[config.mk]
export PLATFORM = sky130hd
export DESIGN_NAME = dda_div
export DESIGN_NICKNAME = d
export VERILOG_FILES = /design/src/rtl/core/dda_pkg.sv /design/src/rtl/core/dda_div.sv
export SDC_FILE = /design/constraint.sdc
export NUM_CORES = 1
export LEC_CHECK = 0
export BUFFER_PORTS_ARGS = -buffer_cell sky130_fd_sc_hd__buf_2
export CAP_MARGIN = 20
export CORE_ASPECT_RATIO = 0.6
export CORE_MARGIN = 8
export CORE_UTILIZATION = 35
export CTS_CLUSTER_SIZE = 30
export DETAILED_ROUTE_END_ITERATION = 16
export GPL_ROUTABILITY_DRIVEN = 0
export GPL_TIMING_DRIVEN = 0
export PLACE_DENSITY = 0.54
export SLEW_MARGIN = 20
export SYNTH_ARGS = -nofsm -noshare
export SYNTH_HDL_FRONTEND = slang
export SYNTH_SLANG_ARGS = --single-unit
[constraint.sdc]
create_clock -name i_clk -period 3.4 [get_ports i_clk]
set_input_delay 0.51 -clock i_clk [delete_from_list [all_inputs] [get_ports i_clk]]
set_output_delay 0.51 -clock i_clk [all_outputs]
set_load 0.05 [all_outputs]
[src/rtl/core/dda_pkg.sv]
`timescale 1ns / 1ps
// ----------------------------------------------------------------------------
// DDA line rasterizer package
// Shared field widths, request codes, register indexes and the step-rate type.
// ----------------------------------------------------------------------------
package dda_pkg;

    localparam int COORD_BITS   = 12;
    localparam int STEP_BITS    = 12;
    localparam int POS_BITS     = 14;
    localparam int COUNT_BITS   = 13;
    localparam int PIXEL_BITS   = 8;
    localparam int GW_BITS      = 8;
    localparam int GH_BITS      = 7;
    localparam int CELLX_BITS   = 7;
    localparam int CELLY_BITS   = 6;
    localparam int REQ_BITS     = 2;
    localparam int CFG_IDX_BITS = 1;
    localparam int CFG_DATA_BITS = 8;

    localparam logic [CFG_IDX_BITS-1:0] CFG_GRID_WIDTH  = 1'b0;
    localparam logic [CFG_IDX_BITS-1:0] CFG_GRID_HEIGHT = 1'b1;

    localparam logic [GW_BITS-1:0] GRID_WIDTH_RESET  = 8'd128;
    localparam logic [GH_BITS-1:0] GRID_HEIGHT_RESET = 7'd64;

    typedef enum logic [REQ_BITS-1:0] {
        REQ_DRAW  = 2'd0,
        REQ_CLEAR = 2'd1,
        REQ_READ  = 2'd2,
        REQ_NONE  = 2'd3
    } t_req;

    // Whole and fractional part of one step along an axis: |delta| / steps.
    typedef struct packed {
        logic [STEP_BITS-1:0] quot;
        logic [STEP_BITS-1:0] rem;
    } t_rate;

endpackage

[src/rtl/core/dda_div.sv]
`timescale 1ns / 1ps
// ----------------------------------------------------------------------------
// DDA step divider
// Restoring divider, one quotient bit per cycle, gives quotient and remainder.
// ----------------------------------------------------------------------------
module dda_div (
    input  logic                           i_clk,
    input  logic                           i_rst_n,
    input  logic                           i_start,
    input  logic [dda_pkg::STEP_BITS-1:0]  i_dividend,
    input  logic [dda_pkg::STEP_BITS-1:0]  i_divisor,
    output logic                           o_done,
    output dda_pkg::t_rate                 o_rate
);

    localparam int SB = dda_pkg::STEP_BITS;
    localparam int CNT_BITS = $clog2(SB);
    localparam logic [CNT_BITS-1:0] LAST = CNT_BITS'(SB - 1);

    logic                r_busy, n_busy;
    logic                r_done, n_done;
    logic [CNT_BITS-1:0] r_cnt, n_cnt;
    logic [SB-1:0]       r_quot, n_quot;
    logic [SB-1:0]       r_rem, n_rem;
    logic [SB:0]         trial;
    logic [SB:0]         diff;
    logic                fits;

    always_comb begin
        trial  = {r_rem, r_quot[SB-1]};
        diff   = trial - {1'b0, i_divisor};
        fits   = (trial >= {1'b0, i_divisor});
        n_busy = r_busy;
        n_done = 1'b0;
        n_cnt  = r_cnt;
        n_quot = r_quot;
        n_rem  = r_rem;
        if (i_start) begin
            n_busy = 1'b1;
            n_cnt  = '0;
            n_quot = i_dividend;
            n_rem  = '0;
        end else if (r_busy) begin
            n_quot = {r_quot[SB-2:0], fits};
            n_rem  = fits ? diff[SB-1:0] : trial[SB-1:0];
            n_cnt  = r_cnt + 1'b1;
            if (r_cnt == LAST) begin
                n_busy = 1'b0;
                n_done = 1'b1;
            end
        end
    end

    always_ff @(posedge i_clk) begin
        if (!i_rst_n) begin
            r_busy <= 1'b0;
            r_done <= 1'b0;
            r_cnt  <= '0;
        end else begin
            r_busy <= n_busy;
            r_done <= n_done;
            r_cnt  <= n_cnt;
        end
        r_quot <= n_quot;
        r_rem  <= n_rem;
    end

    assign o_done      = r_done;
    assign o_rate.quot = r_quot;
    assign o_rate.rem  = r_rem;

endmodule

==> summary.txt <==
Clock tree
  • Clock sinks: 30
  • CTS resizes: 0
  • CTS tree: built
  • Longest Clk Path Bufs: 2
  • Number of post-CTS setup repair buffers: 0
  • H-tree levels: 2
  • Clock Latency Late Sink: 0.28 ns
  • Num CTS Buffers: 5
  • Root Driver: clkbuf_8
  • Worst-path clk slew: 0.06 ns
  • CTS Hold Bufs: 0

Layout
  • P&R area growth vs syn: 21.4%
  • Post-Layout Inst Area: 2400 µm²
  • Nets: 312
  • Fill cells: 563
  • Ratio of cells with drive above 1 in the final layout: 30.1%
  • Cell Count, Final, Fillers Out: 341
  • Final Core Density: 43.5%
  • Antenna diodes: 0

Routing
  • Residual DRC: 0
  • WL final: 5270 µm
  • Drt via density: 5.05
  • ANT nets after route: 0
  • Vias: 1723
  • Starting DRT DRC Count: 88
  • Total iterations of the first detailed-routing run: 4
  • Routed WL per cell: 15.5 µm

Global route
  • Tot GR Track Use: 12.9%
  • First-pass GRT wire length: 8570 µm
  • Pin count of the biggest net entering global routing: 13
  • Initial antenna violation count: 0
  • Number of global-route vias before repair: 1730
  • Grt total ovfl: 0

Timing
  • Worst-margin pin slew: 0.620 ns
  • Final Cycle Share: 73.8%
  • F_max: 399 MHz
  • Crit path time final: 2.51 ns
  • Slew headroom: 58.7%
  • Setup TNS: 0 ns
  • RSZ-0062 raised after global routing: no
  • Fin. max-slew vios: 0
  • Final setup viols: 0
  • Final hold vios: 0
  • Final Skew: 0.00455 ns
  • Hold_ws: 0.479 ns
  • Final setup margin: 0.892 ns

Worst setup path
  • Crit path launch type: input port
  • CP Max Fanout: 10
  • Crit path DAT: 2.54 ns
  • Crit-path leading delay family: compound AO/OA/AOI/OAI gates
  • Worst path bufs/invs: 4
  • FF-to-FF path depth: 8
  • Crit-path cells: buf_2 > inv_1 > ha_1 > clkbuf_2 > a21o_1 > a22oi_2 > a21oi_2 > or4b_4 > buf_6 > mux2_2
  • Slowest cell on the critical path: or4b_4
  • Stages on the worst setup path: 10
  • Crit path kind: input port to flip-flop
  • Req. time, crit path: 3.43 ns
  • CP max stage delay: 0.50 ns
  • Endpoint class of the critical path: flip-flop

Placement
  • DP Cell Count: 333
  • Pre-CTS setup slack: 0.609 ns
  • Placed Area: 2320 µm²
  • DPL Wire Length: 4070 µm
  • Port-buffer cells: 51

Yosys
  • Post-synth net total: 254
  • Syn avg cell area: 9.28 µm²
  • Seq cells post-synth: 30
  • Post-synth top area cell: dfxtp_1
  • Yosys warning count: 0
  • Main area contributors after synthesis: dfxtp_1, edfxtp_1, ha_1
  • Synth unique cells: 49
  • Seq/Total Area, Yosys: 36.5%
  • Post-synth EDFFs: 12
  • Post-Syn Area: 1980 µm²
  • Primary FF master, synth: dfxtp_1
  • Post-synth top area share: 18.2%
  • Syn Inst Count: 213
  • Fraction of registers with async set/reset: 0%

Worst hold path
  • Hold Crit Depth: 2
  • HP Class: input port to flip-flop

Floorplanning
  • # rows: 21
  • Die ar.: 8390 µm²
  • Core footprint: 5520 µm²
  • IO Count: 52
  • Initial Utilization: 35.8%
  • Die Span Y: 74.2 µm
  • Die W: 113 µm

Power
  • Power Density: 468 nW/µm²
  • VDD IR-drop max: 0.180 mV
  • Tot Pwr: 1.12 mW
  • Leak pwr: 1.07 nW

Status
  • Outcome: finished, final reports clean

Flow run
  • Maxcap violations: 0
where the power goes:
part           total (mW)  switching [mW]  internal [mW]  leakage, nW
Clock               0.272           0.132          0.140       0.0426
Combinational       0.416           0.270          0.147        0.754
Sequential          0.435          0.0248          0.410        0.269
Total                1.12           0.426          0.697         1.07
registers in the layout (all words and copies together), names as in the netlist:
name / cells
r_cnt: 4
r_rem: 12
r_busy: 1
r_quot: 12
o_done: 1
cells by family (layout without fill, tap and decap cells):
kind of cell / Yosys count / in the layout / share of synthesized area [%]
fa+ha+maj: 14 / 14 / 9.24
simple gates: 81 / 81 / 21.3
mux: 15 / 15 / 8.42
buf+inv: 22 / 81 / 4.68
xor+xnor: 10 / 10 / 4.43
compound gates: 41 / 41 / 15.4
flops: 30 / 30 / 36.5
layer usage:
layer / wire length, µm / global-route usage [%] / up-vias
li1: - / - / 886
met1: 2800 / 18.7 / 769
met2: 1910 / 17.1 / 62
met3: 512 / 4.62 / 6
met4: 55 / 3.81 / 0
met5: 0 / 0 / -
worst paths after layout:
check,start,to,slack (ns)
max reg2reg,r_rem[7],r_quot[0],0.89
min reg2reg,r_cnt[2],o_done,0.50
max,i_divisor[8],r_quot[0],0.89
min,i_rst_n,r_busy,0.48
cell type report:
cell class / instances / area (µm²) / area share [%]
multi-input cells: 161 / 1160 / 48.5
flip-flops and latches: 30 / 721 / 30.0
repair buffers: 51 / 255 / 10.6
well taps: 69 / 86.3 / 3.60
clock buffers: 6 / 72.6 / 3.02
inverters: 13 / 48.8 / 2.03
plain buffers: 9 / 43.8 / 1.82
clock inverters: 2 / 8.76 / 0.365
cell usage after synthesis (2+ instances only):
cell and number:
a211oi_1 2, a21o_1 3, a21oi_1 9, a311oi_1 7, clkbuf_1 5, dfxtp_1 18
edfxtp_1 12, ha_1 13, inv_1 13, mux2_2 13, mux2i_1 2, nand2_1 22
nand2b_1 4, nand3_1 2, nand3b_1 3, nand4_1 3, nor2_1 25, nor2b_1 3
nor3_1 3, nor3b_1 3, nor4_1 3, nor4b_1 2, o21a_1 2, o21ai_0 6
o311ai_0 2, or2_2 2, xnor2_1 6, xor2_1 4
placed cells by master (no fill, tap or decap), drive strengths merged, types with 3 or more instances in the layout:
master,n
buf,54
nor2,25
nand2,22
dfxtp,18
inv,13
mux2,13
ha,13
edfxtp,12
clkbuf,12
a21oi,10
a311oi,8
o21ai,6
xnor2,6
nand2b,4
xor2,4
a21o,3
nand4,3
nor3,3
nor3b,3
nand3b,3
nor2b,3
nor4,3
nor4b,3
a211oi,3
No activity file was read; power rests on OpenSTA's default activity.
