<file path="config.mk">
export PLATFORM = sky130hd
export DESIGN_NAME = dda_axis
export DESIGN_NICKNAME = d
export VERILOG_FILES = /design/src/rtl/core/dda_pkg.sv /design/src/rtl/core/dda_axis.sv
export SDC_FILE = /design/constraint.sdc
export NUM_CORES = 1
export LEC_CHECK = 0
export ABC_CLOCK_PERIOD_IN_PS = 6920
export BUFFER_PORTS_ARGS = -buffer_cell sky130_fd_sc_hd__clkbuf_2
export CORE_UTILIZATION = 35
export CTS_BUF_LIST = sky130_fd_sc_hd__clkbuf_2 sky130_fd_sc_hd__clkbuf_4 sky130_fd_sc_hd__clkbuf_8
export DETAILED_ROUTE_END_ITERATION = 16
export GPL_ROUTABILITY_DRIVEN = 1
export GPL_TIMING_DRIVEN = 0
export HOLD_SLACK_MARGIN = 0.02
export MAX_ROUTING_LAYER = met4
export PLACE_DENSITY = 0.62
export SKIP_CTS_REPAIR_TIMING = 1
export SLEW_MARGIN = 20
export SYNTH_ARGS = -nofsm -noshare
export SYNTH_HDL_FRONTEND = slang
export SYNTH_SLANG_ARGS = --single-unit
</file>
<file path="constraint.sdc">
create_clock -name i_clk -period 6.92 [get_ports i_clk]
set_input_delay 2.076 -clock i_clk [delete_from_list [all_inputs] [get_ports i_clk]]
set_output_delay 2.076 -clock i_clk [all_outputs]
set_load 0.01 [all_outputs]
</file>
<file path="src/rtl/core/dda_pkg.sv">
`timescale 1ns / 1ps
// ----------------------------------------------------------------------------
// DDA line rasterizer package
// Shared field widths, request codes, register indexes and the step-rate type.
// ----------------------------------------------------------------------------
package dda_pkg;

    localparam int COORD_BITS   = 12;
    localparam int STEP_BITS    = 12;
    localparam int POS_BITS     = 14;
    localparam int COUNT_BITS   = 13;
    localparam int PIXEL_BITS   = 8;
    localparam int GW_BITS      = 8;
    localparam int GH_BITS      = 7;
    localparam int CELLX_BITS   = 7;
    localparam int CELLY_BITS   = 6;
    localparam int REQ_BITS     = 2;
    localparam int CFG_IDX_BITS = 1;
    localparam int CFG_DATA_BITS = 8;

    localparam logic [CFG_IDX_BITS-1:0] CFG_GRID_WIDTH  = 1'b0;
    localparam logic [CFG_IDX_BITS-1:0] CFG_GRID_HEIGHT = 1'b1;

    localparam logic [GW_BITS-1:0] GRID_WIDTH_RESET  = 8'd128;
    localparam logic [GH_BITS-1:0] GRID_HEIGHT_RESET = 7'd64;

    typedef enum logic [REQ_BITS-1:0] {
        REQ_DRAW  = 2'd0,
        REQ_CLEAR = 2'd1,
        REQ_READ  = 2'd2,
        REQ_NONE  = 2'd3
    } t_req;

    // Whole and fractional part of one step along an axis: |delta| / steps.
    typedef struct packed {
        logic [STEP_BITS-1:0] quot;
        logic [STEP_BITS-1:0] rem;
    } t_rate;

endpackage

</file>
<file path="src/rtl/core/dda_axis.sv">
`timescale 1ns / 1ps
// ----------------------------------------------------------------------------
// DDA axis stepper
// Tracks one coordinate as start + trunc(i * delta / steps) with an exact
// remainder accumulator.
// ----------------------------------------------------------------------------
module dda_axis (
    input  logic                                  i_clk,
    input  logic                                  i_load,
    input  logic signed [dda_pkg::COORD_BITS-1:0] i_start_pos,
    input  logic                                  i_neg,
    input  logic                                  i_set_rate,
    input  dda_pkg::t_rate                        i_rate,
    input  logic [dda_pkg::STEP_BITS-1:0]         i_steps,
    input  logic                                  i_advance,
    output logic signed [dda_pkg::POS_BITS-1:0]   o_pos
);

    localparam int SB = dda_pkg::STEP_BITS;
    localparam int PB = dda_pkg::POS_BITS;

    logic signed [PB-1:0] r_pos, n_pos;
    logic [SB-1:0]        r_acc, n_acc;
    logic [SB-1:0]        r_quot, n_quot;
    logic [SB-1:0]        r_frac, n_frac;
    logic                 r_neg, n_neg;
    logic [SB:0]          sum;
    logic                 carry;
    logic [SB:0]          inc;

    always_comb begin
        sum    = {1'b0, r_acc} + {1'b0, r_frac};
        carry  = (sum >= {1'b0, i_steps});
        inc    = {1'b0, r_quot} + (SB + 1)'(carry);
        n_pos  = r_pos;
        n_acc  = r_acc;
        n_quot = r_quot;
        n_frac = r_frac;
        n_neg  = r_neg;
        if (i_load) begin
            n_pos  = PB'(i_start_pos);
            n_acc  = '0;
            n_quot = '0;
            n_frac = '0;
            n_neg  = i_neg;
        end else if (i_set_rate) begin
            n_quot = i_rate.quot;
            n_frac = i_rate.rem;
        end else if (i_advance) begin
            n_acc = carry ? SB'(sum - {1'b0, i_steps}) : sum[SB-1:0];
            n_pos = r_neg ? r_pos - $signed(PB'(inc)) : r_pos + $signed(PB'(inc));
        end
    end

    always_ff @(posedge i_clk) begin
        r_pos  <= n_pos;
        r_acc  <= n_acc;
        r_quot <= n_quot;
        r_frac <= n_frac;
        r_neg  <= n_neg;
    end

    assign o_pos = r_pos;

endmodule

</file>
==> results of run 1 <==
## how the worst min path moves through the flow
stage | start | slack [ns] | to
floorplan | r_acc[2]$_SDFFE_PP0P_ | 0.43 | r_acc[2]$_SDFFE_PP0P_
CTS | r_acc[2]$_SDFFE_PP0P_ | 0.49 | r_acc[2]$_SDFFE_PP0P_
finish | r_acc[2]$_SDFFE_PP0P_ | 0.49 | r_acc[2]$_SDFFE_PP0P_
global route | r_acc[11]$_SDFFE_PP0P_ | 0.53 | r_acc[11]$_SDFFE_PP0P_
global placement | r_acc[6]$_SDFFE_PP0P_ | 0.47 | r_acc[6]$_SDFFE_PP0P_
detailed placement | r_acc[11]$_SDFFE_PP0P_ | 0.48 | r_acc[11]$_SDFFE_PP0P_
## logic make-up after synthesis
family                     after synthesis
buffers and inverters                   55
DFF                                     51
muxes                                   28
adders and majority gates               44
and+or+nand+nor                        157
xor gates and xnor gates                52
AOI/OAI and AO/OA                      124
## flip-flops by register name, indices dropped and copies added, names as in the netlist
signal / flops
r_acc: 12
r_frac: 12
r_neg: 1
o_pos: 14
r_quot: 12
## cells in the mapped netlist, types with 2 or more instances
master / n / area (sq um)
or3_1: 3 / 18.8
o31ai_1: 4 / 30.0
nor3_1: 11 / 55.1
nand2b_1: 8 / 50.1
nand4_1: 4 / 25.0
xnor2_1: 31 / 272
xor2_1: 20 / 175
o21a_1: 6 / 45.0
a211oi_1: 2 / 15.0
nand3_1: 12 / 60.1
fa_1: 3 / 60.1
nand2_1: 38 / 143
inv_1: 33 / 124
nor2_1: 53 / 199
nor2b_1: 3 / 18.8
a221o_1: 4 / 40.0
a211o_1: 2 / 17.5
a21oi_1: 22 / 110
and4_1: 2 / 17.5
and3_1: 4 / 25.0
o21ai_1: 2 / 10.0
nand3b_1: 2 / 15.0
nor3_2: 2 / 20.0
o211ai_1: 7 / 52.6
a21boi_0: 3 / 22.5
mux2_2: 2 / 22.5
o21bai_1: 5 / 37.5
ha_1: 41 / 513
dfxtp_1: 36 / 721
o21ai_0: 30 / 150
and2_1: 2 / 12.5
edfxtp_1: 15 / 450
mux2i_1: 26 / 260
buf_2: 5 / 25.0
a22oi_1: 2 / 15.0
nor4_1: 4 / 25.0
a21o_1: 8 / 60.1
clkbuf_1: 17 / 63.8
a22o_1: 2 / 17.5
a31oi_1: 8 / 50.1
or2_2: 3 / 18.8
## where the power goes
| part | switching (mW) | internal (mW) |
|---|---|---|
| logic | 0.399 | 0.323 |
| clock network | 0.107 | 0.106 |
| registers | 0.0363 | 0.372 |
| total | 0.543 | 0.800 |
## stage by stage
stage	setup slack [ns]	std cells	cell area, sq um	hold WS [ns]	TNS (ns)
final	0.309	731	5000	0.487	0
after detailed placement	-0.705	723	4820	0.479	-2.69
after global routing	0.0119	731	5000	0.531	0
after CTS	-0.401	731	4920	0.493	-0.926
after global placement	-0.573	723	4820	0.473	-2.01
after floorplan	0.205	511	4310	0.432	0
## metal layers
metal	vias to the layer above	routed length (um)
li1	1973	-
met1	1843	4660
met2	76	5830
met3	21	427
met4	0	212
met5	-	0
## worst max-delay path: cells and delay by family
family	cells	cell delay [ns]
compound gates	9	1.47
simple gates	6	1.27
fa+ha+maj	4	1.11
xor+xnor	3	0.48
buf+inv	3	0.27
## cell type report
cell class,instances,area [sq um]
fill,1258,7020
multi-input combinational,405,2990
sequential,51,1170
timing repair buffer,66,333
tap,147,184
inverter,33,124
buffer,21,85.1
clock buffer,5,68.8
clock inverter,3,38.8
==> flow_summary.ini, run 1 <==
[finish]
final_core_utilization_pct = 41.6
most-common-layout-cells = clkbuf_2 (65), nor2_1 (53), ha_1 (40)
drive_above_1_share_pct = 17.6
area_delta_synth_final_pct = 16.0
mostFrequentLayoutCell = clkbuf_2
design.final.nets = 680
antenna_cells_inserted = 0

[worst_setup_path]
critPathRequiredTime_ns = 6.99
critical_path.endpoint = o_pos[12]$_DFFE_PP_
worst_setup_path_end_kind = register
critPathArrivalTime_ns = 6.68
rr_endpoint = o_pos[12]$_DFFE_PP_
worst-r2r-cell-count = 30
critical_path_class = in2reg
slowest_delay_ns = 0.36
cp_common_cell = ha_1
critPathLaunch = i_steps[5]
critical_path.max_fanout = 10
r2r-start = r_frac[0]$_SDFFE_PP0P_
worstSetupStartpointType = input port
register_to_register_setup_slack_ns = 0.31
worst_path_max_delay_cell = or3_1

[synth]
syn-cell-area_sq_um = 4310
yosys_warnings = 0
synth_sequential_area_ratio_pct = 27.2
post_synth_inst_count = 511
synth_top_family_by_area = compound AO/OA/AOI/OAI gates
yosys.area_share.xor_xnor_pct = 10.9
synthAdderAreaFrac_pct = 13.3
post_synthesis_sequential_element_count = 51
synth_fp_nets = 608
synth-compound-area-share_pct = 19.3
synth.avg_cell_area_sq_um = 8.43
synth.mux.area_fraction_pct = 6.56
synthSimpleGateAreaFrac_pct = 17.8
ys_types = 65
synth_async_sr_flop_share_pct = 0
ys.flop_type = dfxtp_1
synth_enable_flop_cells = 15

[sta]
slew-limit-headroom_pct = 53.5
pins_over_their_slew_limit = 0
max_slew.worst_pin.slew_ns = 0.698
period_minus_slack_ns = 6.61
finalHoldViolCount = 0
grt_setup_unrepaired = false
clock.fmax_mhz = 151
timing.final.setup_violations = 0
worst_clock_skew_ns = 0.0185
final_min_period_over_clock_period_pct = 95.5

[global_route]
use_met1_pct = 19.9
gr-usage-met2_pct = 33.3
met3_usage_in_global_routing_pct = 2.41
globalRoute.busiestLayer = met2
grt_pass1_vias = 3831
grt.overflow.total = 0
track_usage_pct = 17.8
global_route_wire_length_before_repair_um = 17800
antenna_found_initial = 0
largest_net_degree_at_the_start_of_global_routing = 16

[floorplan]
ioPinCount = 67
die_height_um = 113
initial_core_util_pct = 35.9
floorplan.rows = 40
coreArea_sq_um = 12000
die_w_um = 113
design.die.area_sq_um = 12800

[place]
post-dp-hpwl_um = 8890
routabilityCongestion = 0.919
count_of_input_and_output_buffers = 65

[status]
status = complete, no violations

[detailed_routing]
remaining_drc_errors = 0
drt-initial-drc-count = 155
postRouteAntennaNets = 0
firstDrtPassIters = 4
drt-vias-per-instance = 5.35
wirelength_um = 11100
wl_per_cell_um = 15.2
via_count = 3913

[cts]
ctsHtreeMaxLevel = 2
clk_root_buffer_cell = clkbuf_8
tritoncts.num_buffers = 5
clk_pin_slew_ns = 0.11
insertion_delay_to_the_later_sink_of_the_worst_skew_pair_ns = 0.32
numClockSinks = 51
clock_tree.buffer_depth = 2
cts_tree = yes

[power]
p_per_area_nw_per_um2 = 269
irDropWorstVdd_mv = 0.0881
fin_total_pwr_mw = 1.34
power.leakage_nw = 2.26

[worst_hold_path]
hold_path.class = reg2reg
min_path_cells = 2

[run]
timing.max_cap.violations = 0
Power figures use the tool's default switching activity.
==> run 2, diff against run 1 <==
PLACE_DENSITY = 0.57   (was 0.62)
==> run 2 against run 1 <==
Against the previous run: cell count grew 0.14%; first-iteration DRC count grew 34%; largest cell class unchanged; clock-buffer cell count grew 1; routed wire length shrank 1.8%; via count shrank 0.56%; combinational power shrank 1%; critical path depth is the same; critical path type unchanged; sequential power is essentially flat; clock skew is essentially flat; core utilization grew 0.18 points.
==> flow_summary.ini, run 2 (synthesis results as in run 1) <==
[status]
status = complete, no violations

[finish]
design.final.nets = 681
antenna_cells_inserted = 0
mostFrequentLayoutCell = clkbuf_2
drive_above_1_share_pct = 17.9
post-route-cell-area_sq_um = 5020
most-common-layout-cells = clkbuf_2 (65), nor2_1 (53), ha_1 (40)
largest_register_ff_count = 14
finalNonFillerCells = 732
n_fill_cell = 1267
area_delta_synth_final_pct = 16.5

[place]
dp.cells = 723
count_of_input_and_output_buffers = 65
placement.cell_area_sq_um = 4820
post-dp-hpwl_um = 8790
routabilityCongestion = 0.885

[global_route]
largest_net_degree_at_the_start_of_global_routing = 17
antenna_found_initial = 0
global_route_wire_length_before_repair_um = 17800
track_usage_pct = 18.0
grt.overflow.total = 0
grt_pass1_vias = 3859

[cts]
clock_tree.buffer_depth = 2
ctsHtreeMaxLevel = 2
tritoncts.num_buffers = 5
clk_root_buffer_cell = clkbuf_8
cts_tree = yes
numClockSinks = 51
insertion_delay_to_the_later_sink_of_the_worst_skew_pair_ns = 0.33
clk_pin_slew_ns = 0.12

[detailed_routing]
drt-initial-drc-count = 207
wl_per_cell_um = 14.9
wirelength_um = 10900
firstDrtPassIters = 4
via_count = 3891
postRouteAntennaNets = 0
drt-vias-per-instance = 5.32
remaining_drc_errors = 0

[sta]
final_min_period_over_clock_period_pct = 94.7
finalHoldViolCount = 0
period_minus_slack_ns = 6.55
slew-limit-headroom_pct = 52.3
grt_setup_unrepaired = false
worst_clock_skew_ns = 0.0185
max_slew.worst_pin.slew_ns = 0.714
final_hold_slack_ns = 0.491
pins_over_their_slew_limit = 0
timing.final.setup_violations = 0
fin_setup_tns_ns = 0
clock.fmax_mhz = 153

[worst_setup_path]
worst-r2r-cell-count = 30
worstSetupStartpointType = input port
critPathRequiredTime_ns = 6.99
critical_path_buf_inv_count = 3
rr_endpoint = o_pos[12]$_DFFE_PP_
timing.critical_path.max_delay_family = compound AO/OA/AOI/OAI gates
cp_common_cell = ha_1
slowest_delay_ns = 0.38
worst_setup_path_end_kind = register
critical_path.max_fanout = 10
r2r-start = r_frac[0]$_SDFFE_PP0P_
critical_path_class = in2reg
critPathArrivalTime_ns = 6.63
worst_path_max_delay_cell = or3_1
register_to_register_setup_slack_ns = 0.43

[floorplan]
design.die.area_sq_um = 12800
initial_core_util_pct = 35.9
die_w_um = 113
floorplan.rows = 40
ioPinCount = 67
coreArea_sq_um = 12000
die_height_um = 113

[power]
power.leakage_nw = 2.28
p_per_area_nw_per_um2 = 270
irDropWorstVdd_mv = 0.0923
fin_total_pwr_mw = 1.35

[run]
timing.max_cap.violations = 0

[worst_hold_path]
hold_path.class = reg2reg
min_path_cells = 2
timing.hold.worst.start = r_acc[11]$_SDFFE_PP0P_
min_delay_endpoint = r_acc[11]$_SDFFE_PP0P_
==> run 2: cell count changes in the layout (fill, tap and decap cells not counted) <==
| cell | delta |
|---|---|
| nor4_1 | -1 |
| clkinv_1 | -1 |
| clkinvlp_2 | -1 |
| nor4_2 | +1 |
| xor2_2 | -1 |
| clkbuf_8 | +1 |
| o21ai_1 | +1 |
| xor2_1 | +1 |
| a211oi_1 | -1 |
| a211oi_2 | +1 |
| buf_4 | +1 |
| o21ai_2 | -1 |
| inv_6 | +1 |
==> run 2: worst max-delay path by stage <==
stage	end	cells after the start	slack (ns)	from
after floorplan	o_pos[12]$_DFFE_PP_	23	0.20	i_steps[8]
after global placement	o_pos[12]$_DFFE_PP_	24	-0.63	i_steps[8]
after detailed placement	o_pos[12]$_DFFE_PP_	24	-0.73	i_steps[8]
after CTS	o_pos[12]$_DFFE_PP_	30	-0.46	r_frac[0]$_SDFFE_PP0P_
after global routing	o_pos[12]$_DFFE_PP_	30	0.01	r_frac[0]$_SDFFE_PP0P_
final	o_pos[12]$_DFFE_PP_	25	0.37	i_steps[3]
==> run 2: cell type report <==
cell class                 count  area, sq um  share of cell area, %
buffer                        21         85.1                   1.70
clock buffer                   6         82.6                   1.65
clock inverter                 2         38.8                  0.773
inverter                      33          124                   2.47
multi-input combinational    405         2990                   59.6
sequential                    51         1170                   23.3
tap                          147          184                   3.67
timing repair buffer          67          340                   6.78
==> run 2: per-layer routing <==
layer	track usage, %	wire length [um]	vias to the layer above
met3	2.46	317	17
met2	33.6	5770	73
met1	19.9	4610	1829
li1	-	-	1972
met4	5.35	223	0
met5	-	0	-
==> run 2: worst reg2reg max path: cells and delay by family (launching register included) <==
kind,cells,cell delay [ns]
buffers and inverters,2,0.22
adder cells (fa/ha/maj),6,1.75
flip-flops,1,0.37
AO/OA/AOI/OAI,10,1.75
XOR/XNOR,4,0.69
AND/OR/NAND/NOR,8,1.46
==> run 2: through the flow <==
stage	setup WS, ns	utilization, %
after detailed placement	-0.730	40.1
final	0.366	41.8
after CTS	-0.459	41.1
after global routing	0.0125	41.8
after floorplan	0.205	-
after global placement	-0.634	40.1
==> run 2: where the power goes <==
part,leakage (nW),internal [mW],switching (mW)
Sequential,0.448,0.372,0.0360
Combinational,1.77,0.322,0.393
Clock,0.0618,0.119,0.113
